### src/rtl/core/assert_macros.svh
// assertion helpers shared by the core files
`ifndef ASSERT_MACROS_SVH
`define ASSERT_MACROS_SVH

// condition holds on every clock edge outside reset
`define CSP_ASSERT(lbl, cond, msg) \
  lbl: assert property (@(posedge clk) disable iff (rst) (cond)) else $error(msg);

// consequent holds in the same cycle as the antecedent
`define CSP_ASSERT_IMP(lbl, ante, cons, msg) \
  lbl: assert property (@(posedge clk) disable iff (rst) (ante) |-> (cons)) else $error(msg);

// consequent holds in the cycle after the antecedent
`define CSP_ASSERT_NXT(lbl, ante, cons, msg) \
  lbl: assert property (@(posedge clk) disable iff (rst) (ante) |=> (cons)) else $error(msg);

`endif

### src/rtl/core/csp_pkg.sv
`timescale 1ns / 1ps
package csp_pkg;

  localparam int unsigned MAX_COLUMNS = 65536;
  localparam logic [16:0] COLUMN_LIMIT_RESET = 17'h10000;

  localparam logic [7:0] TAG_TABLE = 8'h54;
  localparam logic [7:0] OP_INSERT = 8'h12;
  localparam logic [7:0] OP_UPDATE = 8'h17;
  localparam logic [7:0] OP_DELETE = 8'h09;

  localparam logic [7:0] FT_UNDEF = 8'd0;
  localparam logic [7:0] FT_INT   = 8'd1;
  localparam logic [7:0] FT_REAL  = 8'd2;
  localparam logic [7:0] FT_TEXT  = 8'd3;
  localparam logic [7:0] FT_BLOB  = 8'd4;
  localparam logic [7:0] FT_NULL  = 8'd5;

  localparam logic [3:0] PH_TOP      = 4'd0;
  localparam logic [3:0] PH_COUNT    = 4'd1;
  localparam logic [3:0] PH_PK       = 4'd2;
  localparam logic [3:0] PH_NAME     = 4'd3;
  localparam logic [3:0] PH_INDIRECT = 4'd4;
  localparam logic [3:0] PH_FTYPE    = 4'd5;
  localparam logic [3:0] PH_FIXED    = 4'd6;
  localparam logic [3:0] PH_LEN      = 4'd7;
  localparam logic [3:0] PH_PAYLOAD  = 4'd8;
  localparam logic [3:0] PH_HALT     = 4'd9;

  localparam logic [3:0] K_HEADER  = 4'd0;
  localparam logic [3:0] K_PK      = 4'd1;
  localparam logic [3:0] K_NAMEB   = 4'd2;
  localparam logic [3:0] K_NAMEEND = 4'd3;
  localparam logic [3:0] K_OP      = 4'd4;
  localparam logic [3:0] K_NULL    = 4'd5;
  localparam logic [3:0] K_UNDEF   = 4'd6;
  localparam logic [3:0] K_INT     = 4'd7;
  localparam logic [3:0] K_REAL    = 4'd8;
  localparam logic [3:0] K_TEXT    = 4'd9;
  localparam logic [3:0] K_BLOB    = 4'd10;
  localparam logic [3:0] K_PAYLOAD = 4'd11;
  localparam logic [3:0] K_ERROR   = 4'd12;
  localparam logic [3:0] K_END     = 4'd13;

  localparam logic [1:0] ERR_NONE      = 2'd0;
  localparam logic [1:0] ERR_COLUMNS   = 2'd1;
  localparam logic [1:0] ERR_FIELDTYPE = 2'd2;
  localparam logic [1:0] ERR_TRUNCATED = 2'd3;

  typedef struct packed {
    logic [7:0] in_byte;
    logic       stream_end;
  } csp_item_t;

  typedef struct packed {
    logic [3:0]  token_kind;
    logic [63:0] token_value;
    logic [15:0] column_index;
    logic        in_new_row;
    logic        entry_done;
    logic [1:0]  error_code;
  } csp_token_t;

  // handshake between the input register and the parse step
  typedef struct packed {
    logic valid;
    logic go;
  } csp_stage_t;

endpackage

### src/rtl/core/changeset_stream_parser_core.sv
`timescale 1ns / 1ps
`include "assert_macros.svh"
// Byte-serial changeset parser: one word (a changeset byte or an end mark) is taken per
// cycle and at most one token word comes out for it, through the input and result registers;
// a word may be accepted every cycle as long as tokens are taken. The rate is set by the
// single parse step that updates the phase, column and varint registers from one
// registered byte. column_limit is written through the cfg channel, which is always ready;
// the user must write it only while the parser is idle, which the block does not enforce.
module changeset_stream_parser_core (
  input  logic                clk,
  input  logic                rst,
  input  logic                in_valid,
  output logic                in_ready,
  input  csp_pkg::csp_item_t  in_data,
  output logic                out_valid,
  input  logic                out_ready,
  output csp_pkg::csp_token_t out_data,
  input  logic                cfg_valid,
  output logic                cfg_ready,
  input  logic [16:0]         cfg_data
);
  import csp_pkg::*;

  logic        down_free;
  csp_stage_t  stage;
  csp_item_t   item;
  logic        emit;
  csp_token_t  token;
  logic [16:0] column_limit;

  assign cfg_ready = 1'b1;
  assign down_free = !out_valid || out_ready;

  always_ff @(posedge clk) begin
    if (rst) begin
      column_limit <= COLUMN_LIMIT_RESET;
    end else if (cfg_valid && cfg_ready) begin
      column_limit <= cfg_data;
    end
  end

  csp_in_reg u_in_reg (
    .clk       (clk),
    .rst       (rst),
    .in_valid  (in_valid),
    .in_ready  (in_ready),
    .in_data   (in_data),
    .down_free (down_free),
    .stage     (stage),
    .item      (item)
  );

  csp_parser u_parser (
    .clk          (clk),
    .rst          (rst),
    .step         (stage.go),
    .item         (item),
    .column_limit (column_limit),
    .emit         (emit),
    .token        (token)
  );

  // result register
  always_ff @(posedge clk) begin
    if (rst) begin
      out_valid <= 1'b0;
    end else if (stage.go && emit) begin
      out_valid <= 1'b1;
    end else if (out_ready) begin
      out_valid <= 1'b0;
    end
  end

  always_ff @(posedge clk) begin
    if (stage.go && emit) begin
      out_data <= token;
    end
  end

  `CSP_ASSERT_IMP(a_err_code, out_valid && out_data.token_kind == K_ERROR, out_data.error_code != ERR_NONE, "error token without code")
  `CSP_ASSERT_IMP(a_no_code, out_valid && out_data.token_kind != K_ERROR, out_data.error_code == ERR_NONE, "code on non-error token")
  `CSP_ASSERT_IMP(a_done_kind, out_valid && out_data.entry_done, out_data.token_kind == K_OP || out_data.token_kind == K_NULL || out_data.token_kind == K_UNDEF || out_data.token_kind == K_INT || out_data.token_kind == K_REAL || out_data.token_kind == K_TEXT || out_data.token_kind == K_BLOB || out_data.token_kind == K_PAYLOAD, "entry done on wrong token")
  `CSP_ASSERT_NXT(a_stage_hold, stage.valid && out_valid && !out_ready, stage.valid, "input word lost while blocked")

endmodule

### src/rtl/core/csp_in_reg.sv
`timescale 1ns / 1ps
module csp_in_reg (
  input  logic               clk,
  input  logic               rst,
  input  logic               in_valid,
  output logic               in_ready,
  input  csp_pkg::csp_item_t in_data,
  input  logic               down_free,
  output csp_pkg::csp_stage_t stage,
  output csp_pkg::csp_item_t item
);
  import csp_pkg::*;

  logic      held;
  csp_item_t held_data;

  assign stage.valid = held;
  assign stage.go    = held && down_free;
  assign in_ready    = !held || down_free;
  assign item        = held_data;

  always_ff @(posedge clk) begin
    if (rst) begin
      held <= 1'b0;
    end else if (in_valid && in_ready) begin
      held <= 1'b1;
    end else if (stage.go) begin
      held <= 1'b0;
    end
  end

  always_ff @(posedge clk) begin
    if (in_valid && in_ready) begin
      held_data <= in_data;
    end
  end

endmodule

### src/rtl/core/csp_parser.sv
`timescale 1ns / 1ps
`include "assert_macros.svh"
module csp_parser (
  input  logic                clk,
  input  logic                rst,
  input  logic                step,
  input  csp_pkg::csp_item_t  item,
  input  logic [16:0]         column_limit,
  output logic                emit,
  output csp_pkg::csp_token_t token
);
  import csp_pkg::*;

  logic [3:0]  parse_phase, parse_phase_next;
  logic [16:0] column_count, column_count_next;
  logic [16:0] column_position, column_position_next;
  logic [7:0]  change_op, change_op_next;
  logic        record_side, record_side_next;
  logic [2:0]  field_type, field_type_next;
  logic [31:0] varint_accum, varint_accum_next;
  logic [3:0]  varint_bytes, varint_bytes_next;
  logic [63:0] value_shift, value_shift_next;
  logic [31:0] byte_counter, byte_counter_next;

  logic [7:0]  b;
  logic [39:0] vt_wide;
  logic [31:0] vt_sat;
  logic        vt_done;
  logic [16:0] pos_inc;
  logic        ff_last, ff_flip, ff_done;
  logic        fin;

  assign b = item.in_byte;

  // varint step: 7 bits per byte, the ninth byte carries all 8
  always_comb begin
    if (varint_bytes >= 4'd8) begin
      vt_wide = {varint_accum, b};
    end else begin
      vt_wide = {1'b0, varint_accum, b[6:0]};
    end
    vt_sat  = (|vt_wide[39:32]) ? 32'hFFFF_FFFF : vt_wide[31:0];
    vt_done = (varint_bytes >= 4'd8) || !b[7];
  end

  // end-of-field bookkeeping
  always_comb begin
    pos_inc = column_position + 17'd1;
    ff_last = pos_inc >= column_count;
    ff_flip = ff_last && !record_side && (change_op == OP_UPDATE);
    ff_done = ff_last && !ff_flip;
  end

  always_comb begin
    parse_phase_next     = parse_phase;
    column_count_next    = column_count;
    column_position_next = column_position;
    change_op_next       = change_op;
    record_side_next     = record_side;
    field_type_next      = field_type;
    varint_accum_next    = varint_accum;
    varint_bytes_next    = varint_bytes;
    value_shift_next     = value_shift;
    byte_counter_next    = byte_counter;
    emit                 = 1'b0;
    token                = '0;
    fin                  = 1'b0;

    if (item.stream_end) begin
      parse_phase_next = PH_TOP;
      emit             = 1'b1;
      if (parse_phase == PH_TOP || parse_phase == PH_HALT) begin
        token.token_kind = K_END;
      end else begin
        token.token_kind = K_ERROR;
        token.error_code = ERR_TRUNCATED;
      end
    end else begin
      case (parse_phase)
        PH_TOP: begin
          if (b == TAG_TABLE) begin
            parse_phase_next  = PH_COUNT;
            varint_accum_next = '0;
            varint_bytes_next = '0;
          end else if (b == OP_INSERT || b == OP_UPDATE || b == OP_DELETE) begin
            change_op_next   = b;
            parse_phase_next = PH_INDIRECT;
          end
        end
        PH_COUNT: begin
          varint_accum_next = vt_sat;
          varint_bytes_next = varint_bytes + 4'd1;
          if (vt_done) begin
            emit = 1'b1;
            if (vt_sat > {15'd0, column_limit} || vt_sat > 32'(MAX_COLUMNS)) begin
              parse_phase_next = PH_HALT;
              token.token_kind = K_ERROR;
              token.error_code = ERR_COLUMNS;
            end else begin
              column_count_next    = vt_sat[16:0];
              column_position_next = '0;
              parse_phase_next     = (vt_sat == 32'd0) ? PH_NAME : PH_PK;
              token.token_kind     = K_HEADER;
              token.token_value    = {32'd0, vt_sat};
            end
          end
        end
        PH_PK: begin
          column_position_next = pos_inc;
          if (ff_last) begin
            parse_phase_next = PH_NAME;
          end
          emit               = 1'b1;
          token.token_kind   = K_PK;
          token.token_value  = {56'd0, b};
          token.column_index = column_position[15:0];
        end
        PH_NAME: begin
          emit = 1'b1;
          if (b == 8'd0) begin
            parse_phase_next = PH_TOP;
            token.token_kind = K_NAMEEND;
          end else begin
            token.token_kind  = K_NAMEB;
            token.token_value = {56'd0, b};
          end
        end
        PH_INDIRECT: begin
          record_side_next     = (change_op == OP_INSERT);
          column_position_next = '0;
          parse_phase_next     = (column_count == 17'd0) ? PH_TOP : PH_FTYPE;
          emit                 = 1'b1;
          token.token_kind     = K_OP;
          token.token_value    = {48'd0, b, change_op};
          token.entry_done     = (column_count == 17'd0);
        end
        PH_FTYPE: begin
          if (b == FT_UNDEF || b == FT_NULL) begin
            fin              = 1'b1;
            emit             = 1'b1;
            token.token_kind = (b == FT_UNDEF) ? K_UNDEF : K_NULL;
          end else if (b >= FT_INT && b <= FT_BLOB) begin
            field_type_next   = b[2:0];
            value_shift_next  = '0;
            byte_counter_next = '0;
            varint_accum_next = '0;
            varint_bytes_next = '0;
            parse_phase_next  = (b <= FT_REAL) ? PH_FIXED : PH_LEN;
          end else begin
            parse_phase_next = PH_HALT;
            emit             = 1'b1;
            token.token_kind = K_ERROR;
            token.error_code = ERR_FIELDTYPE;
          end
        end
        PH_FIXED: begin
          value_shift_next  = {value_shift[55:0], b};
          byte_counter_next = byte_counter + 32'd1;
          if (byte_counter_next >= 32'd8) begin
            fin               = 1'b1;
            emit              = 1'b1;
            token.token_kind  = (field_type == FT_INT[2:0]) ? K_INT : K_REAL;
            token.token_value = value_shift_next;
          end
        end
        PH_LEN: begin
          varint_accum_next = vt_sat;
          varint_bytes_next = varint_bytes + 4'd1;
          if (vt_done) begin
            byte_counter_next = '0;
            emit              = 1'b1;
            token.token_kind  = (field_type == FT_TEXT[2:0]) ? K_TEXT : K_BLOB;
            token.token_value = {32'd0, vt_sat};
            if (vt_sat == 32'd0) begin
              fin = 1'b1;
            end else begin
              parse_phase_next = PH_PAYLOAD;
            end
          end
        end
        PH_PAYLOAD: begin
          byte_counter_next = byte_counter + 32'd1;
          fin               = byte_counter_next >= varint_accum;
          emit              = 1'b1;
          token.token_kind  = K_PAYLOAD;
          token.token_value = {56'd0, b};
        end
        default: begin
        end
      endcase

      // field and payload tokens carry the column and record side
      if (parse_phase == PH_FTYPE || parse_phase == PH_FIXED ||
          parse_phase == PH_LEN || parse_phase == PH_PAYLOAD) begin
        if (token.token_kind != K_ERROR) begin
          token.column_index = column_position[15:0];
          token.in_new_row   = record_side;
        end
      end

      if (fin) begin
        token.entry_done     = ff_done;
        column_position_next = ff_flip ? 17'd0 : pos_inc;
        record_side_next     = ff_flip ? 1'b1 : record_side;
        parse_phase_next     = ff_done ? PH_TOP : PH_FTYPE;
      end
    end
  end

  always_ff @(posedge clk) begin
    if (rst) begin
      parse_phase     <= PH_TOP;
      column_count    <= '0;
      column_position <= '0;
      change_op       <= '0;
      record_side     <= 1'b0;
      field_type      <= '0;
      varint_accum    <= '0;
      varint_bytes    <= '0;
      value_shift     <= '0;
      byte_counter    <= '0;
    end else if (step) begin
      parse_phase     <= parse_phase_next;
      column_count    <= column_count_next;
      column_position <= column_position_next;
      change_op       <= change_op_next;
      record_side     <= record_side_next;
      field_type      <= field_type_next;
      varint_accum    <= varint_accum_next;
      varint_bytes    <= varint_bytes_next;
      value_shift     <= value_shift_next;
      byte_counter    <= byte_counter_next;
    end
  end

  `CSP_ASSERT(a_pos_in_range, column_position <= column_count, "column position past count")
  `CSP_ASSERT(a_varint_len, varint_bytes <= 4'd9, "varint longer than nine bytes")
  `CSP_ASSERT_IMP(a_count_cap, step && parse_phase_next == PH_PK, column_count_next != 17'd0, "pk phase with no columns")

endmodule

### config.mk
export PLATFORM = sky130hd
export DESIGN_NAME = changeset_stream_parser_core
export DESIGN_NICKNAME = d
export VERILOG_FILES = /design/src/rtl/core/csp_pkg.sv /design/src/rtl/core/changeset_stream_parser_core.sv /design/src/rtl/core/csp_in_reg.sv /design/src/rtl/core/csp_parser.sv
export VERILOG_INCLUDE_DIRS = /design/src /design/src/rtl/core
export SDC_FILE = /design/constraint.sdc
export NUM_CORES = 1
export LEC_CHECK = 0
export BUFFER_PORTS_ARGS = -buffer_cell sky130_fd_sc_hd__buf_2
export CAP_MARGIN = 10
export CORE_MARGIN = 8
export CORE_UTILIZATION = 60
export DETAILED_ROUTE_END_ITERATION = 6
export MAX_ROUTING_LAYER = met4
export PLACE_DENSITY_LB_ADDON = 0.2
export SYNTH_ARGS = -nofsm -noshare
export SYNTH_HDL_FRONTEND = slang
export SYNTH_SLANG_ARGS = --single-unit
### constraint.sdc
create_clock -name clk -period 15.4 [get_ports clk]
set_input_delay 3.08 -clock clk [delete_from_list [all_inputs] [get_ports clk]]
set_output_delay 3.08 -clock clk [all_outputs]
set_load 0.01 [all_outputs]
==> results of run 1 <==
## path summary, 6_finish.rpt
kind / startpoint / endpoint / slack [ns] / cells past startpoint
setup / recovery: out_ready / in_ready / 8.79 / 3
hold / removal: u_parser.value_shift[52] / u_parser.value_shift[52] / 0.45 / 2
setup reg to reg: u_parser.byte_counter[4] / u_parser.parse_phase[3] / 10.14 / 17
hold reg to reg: u_parser.value_shift[52] / u_parser.value_shift[52] / 0.45 / 2
## worst register-to-register path: cells and delay by family (launching register included)
family | cells | cell delay, ns
AOI/OAI and AO/OA | 8 | 2.31
and+or+nand+nor | 6 | 1.60
DFF | 1 | 0.51
adders and majority gates | 1 | 0.31
xor gates and xnor gates | 1 | 0.27
buffers and inverters | 1 | 0.19
## per-stage QoR
stage          worst slack, ns  instance area [um^2]  hold slack, ns  total power (W)
3_3_place_gp              8.82                 15800           0.433         0.000882
5_1_grt                   8.78                 16900           0.471          0.00172
4_1_cts                   8.79                 16900           0.451          0.00168
6_report                  8.79                 16900           0.449          0.00167
3_5_place_dp              8.80                 15800           0.443         0.000883
2_1_floorplan             7.90                 15100           0.427         0.000860
## routing by layer
metal  vias to the layer above  track usage (%)
met5                         -                -
met4                         0             7.70
met3                        80             4.36
met2                       534             39.3
met1                      5984             33.6
li1                       6169                -
## flip-flops by register name (all words and copies together), names as in the netlist, 3 cells and up
| signal | flops |
|---|---|
| u_parser.column_count | 17 |
| u_parser.value_shift | 56 |
| u_parser.column_position | 17 |
| u_parser.change_op | 8 |
| out_data | 88 |
| u_parser.field_type | 3 |
| u_parser.varint_accum | 32 |
| u_in_reg.item | 9 |
| column_limit | 17 |
| u_parser.byte_counter | 32 |
| u_parser.varint_bytes | 4 |
| u_parser.parse_phase | 4 |
## kinds of logic after synthesis
logic type	after synthesis	synth area share (%)
other cells	1	0.0249
mux	42	2.80
flops	290	44.9
xor+xnor	60	3.48
buf+inv	211	5.49
simple gates	649	20.9
fa+ha+maj	69	5.72
compound gates	365	16.6
## power groups by stage
stage	Sequential, W	Clock (W)	Combinational, W
2_1_floorplan	0.000826	0	0.0000343
3_3_place_gp	0.000825	0	0.0000564
3_5_place_dp	0.000826	0	0.0000573
4_1_cts	0.000809	0.000814	0.0000579
5_1_grt	0.000810	0.000844	0.0000633
6_report	0.000809	0.000802	0.0000578
## cell usage in the layout (no fill, tap or decap), drive strengths merged, types with 29 or more instances in the layout
| master | Yosys | routed |
|---|---|---|
| o21ai | 48 | 48 |
| edfxtp | 97 | 97 |
| dfxtp | 193 | 193 |
| ha | 69 | 69 |
| and3 | 46 | 46 |
| inv | 90 | 92 |
| nand2 | 159 | 159 |
| a21oi | 117 | 117 |
| clkbuf | 94 | 35 |
| xnor2 | 36 | 36 |
| nor3 | 31 | 31 |
| mux2i | 40 | 40 |
| nor2 | 189 | 189 |
| a22o | 29 | 29 |
| nand3 | 88 | 88 |
| buf | 27 | 139 |
| a211oi | 45 | 45 |
## layout make-up
class | count | area (um^2)
well taps | 330 | 413
fillers | 1996 | 8040
repair buffers | 139 | 753
clock inverters | 21 | 310
clock buffers | 35 | 801
flip-flops and latches | 290 | 6780
inverters | 90 | 338
multi-input cells | 1186 | 7530
==> flow_metrics.py, run 1 <==
metrics = {
    "worst_setup_path": {
        "worstSetupEndpointType": "output port",
        "cp_max_fo": 3,
        "cp_common_cell": "buf_2",
        "max_stage_delay_ns": 0.18,
        "crit_slowest_cell": "nand3b_1",
        "cp.required_ns": 12.32,
        "critical_path.top_delay_family": "buffers and inverters",
        "arrival_ns": 3.53,
        "worstPathBufferInverterCount": 2,
        "crit_path_start_kind": "primary input",
        "setup.worst_path.class": "primary input to output port",
        "path_cells": "buf_2 > nand3b_1 > buf_2",
    },
    "final_layout": {
        "antennaDiodeCount": 0,
        "area_growth_pct": 12.2,
        "final_util_pct": 67.8,
        "final_cells": 2091,
        "finalNetCount": 1837,
        "drive_gt1_share_pct": 12.7,
    },
    "synthesis": {
        "synthesis.area_um2": 15100,
        "ys_async_sr_fraction_pct": 0,
        "synth_fp_nets": 1787,
        "synth-main-ff-cell": "dfxtp_1",
        "synth-edff-count": 97,
        "netlist-cell-type-count": 79,
        "ys_ff_latch": 290,
        "synthTopCellsByArea": "dfxtp_1, edfxtp_1, ha_1",
        "synthCells": 1687,
        "ys_warn_count": 0,
        "synth.top_cell.area_share_pct": 25.6,
        "syn_area_per_cell_um2": 8.94,
        "yosysSeqAreaShare_pct": 44.9,
        "yosysMostFrequentCell": "dfxtp_1",
        "synth_largest_area_cell": "dfxtp_1",
        "synth_common_cells": "dfxtp_1, nor2_1, nand2_1",
    },
    "floorplan": {
        "die_w_um": 175,
        "fp.coreArea_um2": 25000,
        "start_util_pct": 60.4,
        "num_rows": 58,
        "ios": 122,
        "die_h_um": 175,
        "die_area_um2": 30500,
    },
    "clock_tree": {
        "cts_tree": "done",
        "cts_hold_buf": 0,
        "clk_pin_slew_worst_paths_ns": 0.06,
        "cts_buffers": 30,
        "h-tree-depth": 1,
        "post_cts_buffers": 0,
        "cts_root_buffer": "clkbuf_16",
        "numClockSinks": 290,
        "ctsResizeCount": 0,
        "cts_buffer_depth": 3,
        "insertion_delay_ns": 0.57,
    },
    "placement": {
        "io_buffers": 120,
        "dpl.hpwl_um": 27200,
        "gp_congestion": 0.959,
        "place_inst": 2033,
    },
    "route": {
        "route.detailed.drc": 0,
        "drt_first_pass_iters": 7,
        "top_layer": "met4",
        "vias": 12800,
        "via_per_inst": 6.11,
        "detail-route-antenna-nets": 0,
        "route.met2.wl_um": 17800,
        "met3RoutedLength_um": 3340,
        "wl_met1_um": 17000,
        "wl_per_cell_um": 18.7,
        "wirelength_um": 39200,
        "drt-initial-drc-count": 1165,
    },
    "global_route": {
        "grt_max_degree": 82,
        "grt_antenna_before_repair": 0,
        "grt_first_pass_wirelength_um": 62500,
        "grt_use_total_pct": 25.3,
        "grt_overflow": 0,
        "grt_pass1_vias": 11900,
    },
    "worst_hold_path": {
        "hold_class": "register to register",
    },
    "timing": {
        "clock_skew_ns": 0.0215,
        "slew_headroom_pct": 20.0,
        "tightest_slew_ns": 1.19,
        "finalCriticalPeriod_ns": 6.61,
        "setup_violations": 0,
        "hold_viol": 0,
        "setup-tns-final_ns": 0,
        "fmax_mhz": 151,
        "fin_crit_sh_pct": 42.9,
        "finalMaxSlewViolations": 0,
        "rsz0062_at_grt": "no",
    },
    "run_status": {
        "outcome": "finished clean",
    },
    "power": {
        "sequentialPowerShare_pct": 48.5,
        "leakage_nw": 6.49,
        "ir_drop_mv": 0.0883,
        "clockPowerShare_pct": 48.1,
        "internal_power_w": 0.00131,
        "power_frac_comb_pct": 3.5,
        "switching_share_pct": 21.4,
        "powerDensity_nw_per_um2": 98.6,
        "switchingPower_w": 0.000358,
    },
    "run": {
        "maxCapViolCount": 0,
    },
}
Power figures use the tool's default switching activity.
==> inputs of run 2 (changes only) <==
Settings changed: ABC_AREA set to 1, CORE_UTILIZATION 60 to 55.
Clock period 15.4 ns to 5.32 ns, I/O delays scaled along.
==> run 2 against run 1 <==
Net effect:
- the run now ends with design-rule violations left
- area after synthesis up 4.1%
- worst setup slack lost 8.2 ns
- synthesized cell count up 25%
- clock-buffer cell count increased by 4
- non-clock buffer count decreased by 4
- register-to-register slack got worse by 9.5 ns
- global-route usage up 1.4 points
- worst hold slack better by 0.0044 ns
- cell count increased by 24%
- final area is 3.7% higher
- sequential share of layout area shrank 1.4 points
- critical endpoint is now out_data[23]
- routed wire length increased by 17%
==> flow_metrics.py, run 2 <==
metrics = {
    "floorplan": {
        "start_util_pct": 55.3,
        "die_area_um2": 34200,
        "ios": 122,
        "die_h_um": 185,
        "die_w_um": 185,
        "num_rows": 62,
        "fp.coreArea_um2": 28400,
    },
    "global_route": {
        "grt_use_total_pct": 26.8,
        "grt_max_degree": 89,
        "grt_overflow": 0,
        "grt_antenna_before_repair": 0,
        "grt_first_pass_wirelength_um": 71000,
        "grt_pass1_vias": 13200,
    },
    "worst_setup_path": {
        "setup.worst_path.class": "register to register",
        "r2r_slack_ns": 0.60,
        "ff2ff_path_depth": 23,
        "cp_max_fo": 24,
        "worstSetupEndpointType": "register",
        "r2r-start": "u_parser.varint_bytes[3]",
        "timing.rr.end": "out_data[23]",
        "crit_path_start_kind": "register",
        "cp.required_ns": 5.74,
        "arrival_ns": 5.15,
    },
    "clock_tree": {
        "cts_tree": "done",
        "cts_buffers": 31,
        "clk_pin_slew_worst_paths_ns": 0.06,
        "cts_buffer_depth": 3,
        "numClockSinks": 290,
        "post_cts_buffers": 0,
        "ctsResizeCount": 0,
        "cts_root_buffer": "clkbuf_16",
        "cts_hold_buf": 0,
        "insertion_delay_ns": 0.56,
        "h-tree-depth": 1,
    },
    "power": {
        "leakage_nw": 7.42,
        "finalPower_w": 0.00509,
        "ir_drop_mv": 0.256,
        "powerDensity_nw_per_um2": 290,
    },
    "run_status": {
        "failed_checks": "design-rule violations",
        "outcome": "finished with violations",
    },
    "route": {
        "drt_first_pass_iters": 7,
        "vias": 14300,
        "drt-initial-drc-count": 1579,
        "via_per_inst": 5.52,
        "wl_per_cell_um": 17.6,
        "wirelength_um": 45700,
        "route.detailed.drc": 1,
        "detail-route-antenna-nets": 0,
    },
    "timing": {
        "rsz0062_at_grt": "no",
        "finalCriticalPeriod_ns": 4.72,
        "holdWs_ns": 0.454,
        "fmax_mhz": 212,
        "hold_viol": 0,
        "setup-tns-final_ns": 0,
        "worst_slack_ns": 0.599,
        "finalMaxSlewViolations": 0,
        "tightest_slew_ns": 1.06,
        "slew_headroom_pct": 29.0,
        "setup_violations": 0,
        "fin_crit_sh_pct": 88.7,
        "clock_skew_ns": 0.00678,
    },
    "final_layout": {
        "final_common_cell": "nand2_1",
        "most-common-layout-cells": "nand2_1, nor2_1, inv_1, dfxtp_1, a21oi_1",
        "nFillCells": 2637,
        "area_growth_pct": 11.8,
        "finalNetCount": 2288,
        "antennaDiodeCount": 0,
        "ff_latch_area_um2": 6780,
        "largest_register_ff_count": 88,
        "multi_input_area_um2": 7410,
        "drive_gt1_share_pct": 10.6,
        "reg_top3": "out_data: 88 flops, u_parser.value_shift: 56 flops",
        "largest_register": "out_data",
    },
    "synthesis": {
        "netlist-cell-type-count": 53,
        "synth_largest_area_cell": "dfxtp_1",
        "synthesis.area_um2": 15700,
        "synth-main-ff-cell": "dfxtp_1",
        "ys_async_sr_fraction_pct": 0,
        "synth_common_cells": "nand2_1, nor2_1, inv_1",
        "syn_area_per_cell_um2": 7.42,
        "ys_ff_latch": 290,
        "synthCells": 2115,
        "yosysSeqAreaShare_pct": 43.2,
        "synth.top_cell.area_share_pct": 24.6,
        "synth-edff-count": 97,
        "synth_fp_nets": 2215,
        "ys_warn_count": 0,
        "synthTopCellsByArea": "dfxtp_1, edfxtp_1, nand2_1",
        "yosysMostFrequentCell": "nand2_1",
    },
    "placement": {
        "io_buffers": 120,
        "place_ws_ns": 0.842,
        "gp_congestion": 0.941,
        "dpl.hpwl_um": 33500,
    },
    "run": {
        "maxCapViolCount": 0,
    },
    "worst_hold_path": {
        "hold_class": "register to register",
        "hold_depth": 2,
        "min_from": "u_parser.value_shift[0]",
        "worstHoldEndpoint": "u_parser.value_shift[0]",
    },
}
## run 2: metrics by stage
step / instance area (um^2) / utilization [%] / std cells
finish: 17600 / 61.8 / 2596
global route: 17600 / 61.8 / 2596
CTS: 17600 / 61.8 / 2596
detailed placement: 16500 / 58.2 / 2539
global placement: 16500 / 58.2 / 2539
floorplan: 15700 / - / 2115
## run 2: routing by layer
metal  up-vias  global-route usage, %  part of all wire [%]
met3        91                   4.02                   7.8
met4         0                   7.84                   2.7
met1      6593                   34.9                    43
li1       7125                      -                     -
met2       532                   42.8                    47
met5         -                      -                     0
## run 2: cells by family after synthesis
kind of cell	after synthesis	share of synthesized area, %
and+or+nand+nor	897	24.0
AOI/OAI and AO/OA	444	16.3
buffers and inverters	392	9.76
DFF	290	43.2
adders and majority gates	69	5.50
xor gates and xnor gates	22	1.28
other	1	0.0239
## run 2: cell type report
class	instances	share of cell area, %
clock buffers	39	4.65
clock inverters	18	1.28
inverters	297	6.37
multi-input cells	1433	42.2
flip-flops and latches	290	38.6
well taps	384	2.74
repair buffers	135	4.13
## run 2: report_power, final
| group | leakage, nW | internal (W) | total [W] | switching [W] |
|---|---|---|---|---|
| registers | 2.50 | 0.00233 | 0.00236 | 0.0000262 |
| logic | 4.41 | 0.000141 | 0.000523 | 0.000382 |
| clock network | 0.505 | 0.00132 | 0.00221 | 0.000881 |
## run 2: worst max-delay path by stage
| stage | depth (start not counted) | from | endpoint |
|---|---|---|---|
| after global routing | 18 | u_parser.varint_bytes[3] | u_parser.column_count[13] |
| after global placement | 21 | u_parser.varint_bytes[3] | out_data[30] |
| final | 23 | u_parser.varint_bytes[3] | out_data[23] |
| after CTS | 19 | u_parser.varint_bytes[3] | u_parser.column_count[7] |
| after floorplan | 18 | u_parser.byte_counter[0] | out_data[0] |
| after detailed placement | 19 | u_parser.varint_bytes[3] | u_parser.column_count[7] |
## run 2: worst max-delay path, cell delays in order, from the launching register on
cell      delay [ns]
dfxtp_1         0.57
nand2_2         0.19
inv_1           0.06
nor2_2          0.13
nand2_2         0.28
nor2_1          0.42
inv_1           0.15
ha_1            0.32
nand2_1         0.07
nor2_1          0.05
or2_2           0.27
a221oi_1        0.24
nand2_1         0.10
nand2_1         0.07
nand2_1         0.05
nand2_1         0.10
nand2_1         0.26
inv_1           0.20
nand3_1         0.23
nand2_1         0.45
nand2_1         0.12
nand2_1         0.10
nand2_1         0.05
inv_1           0.09
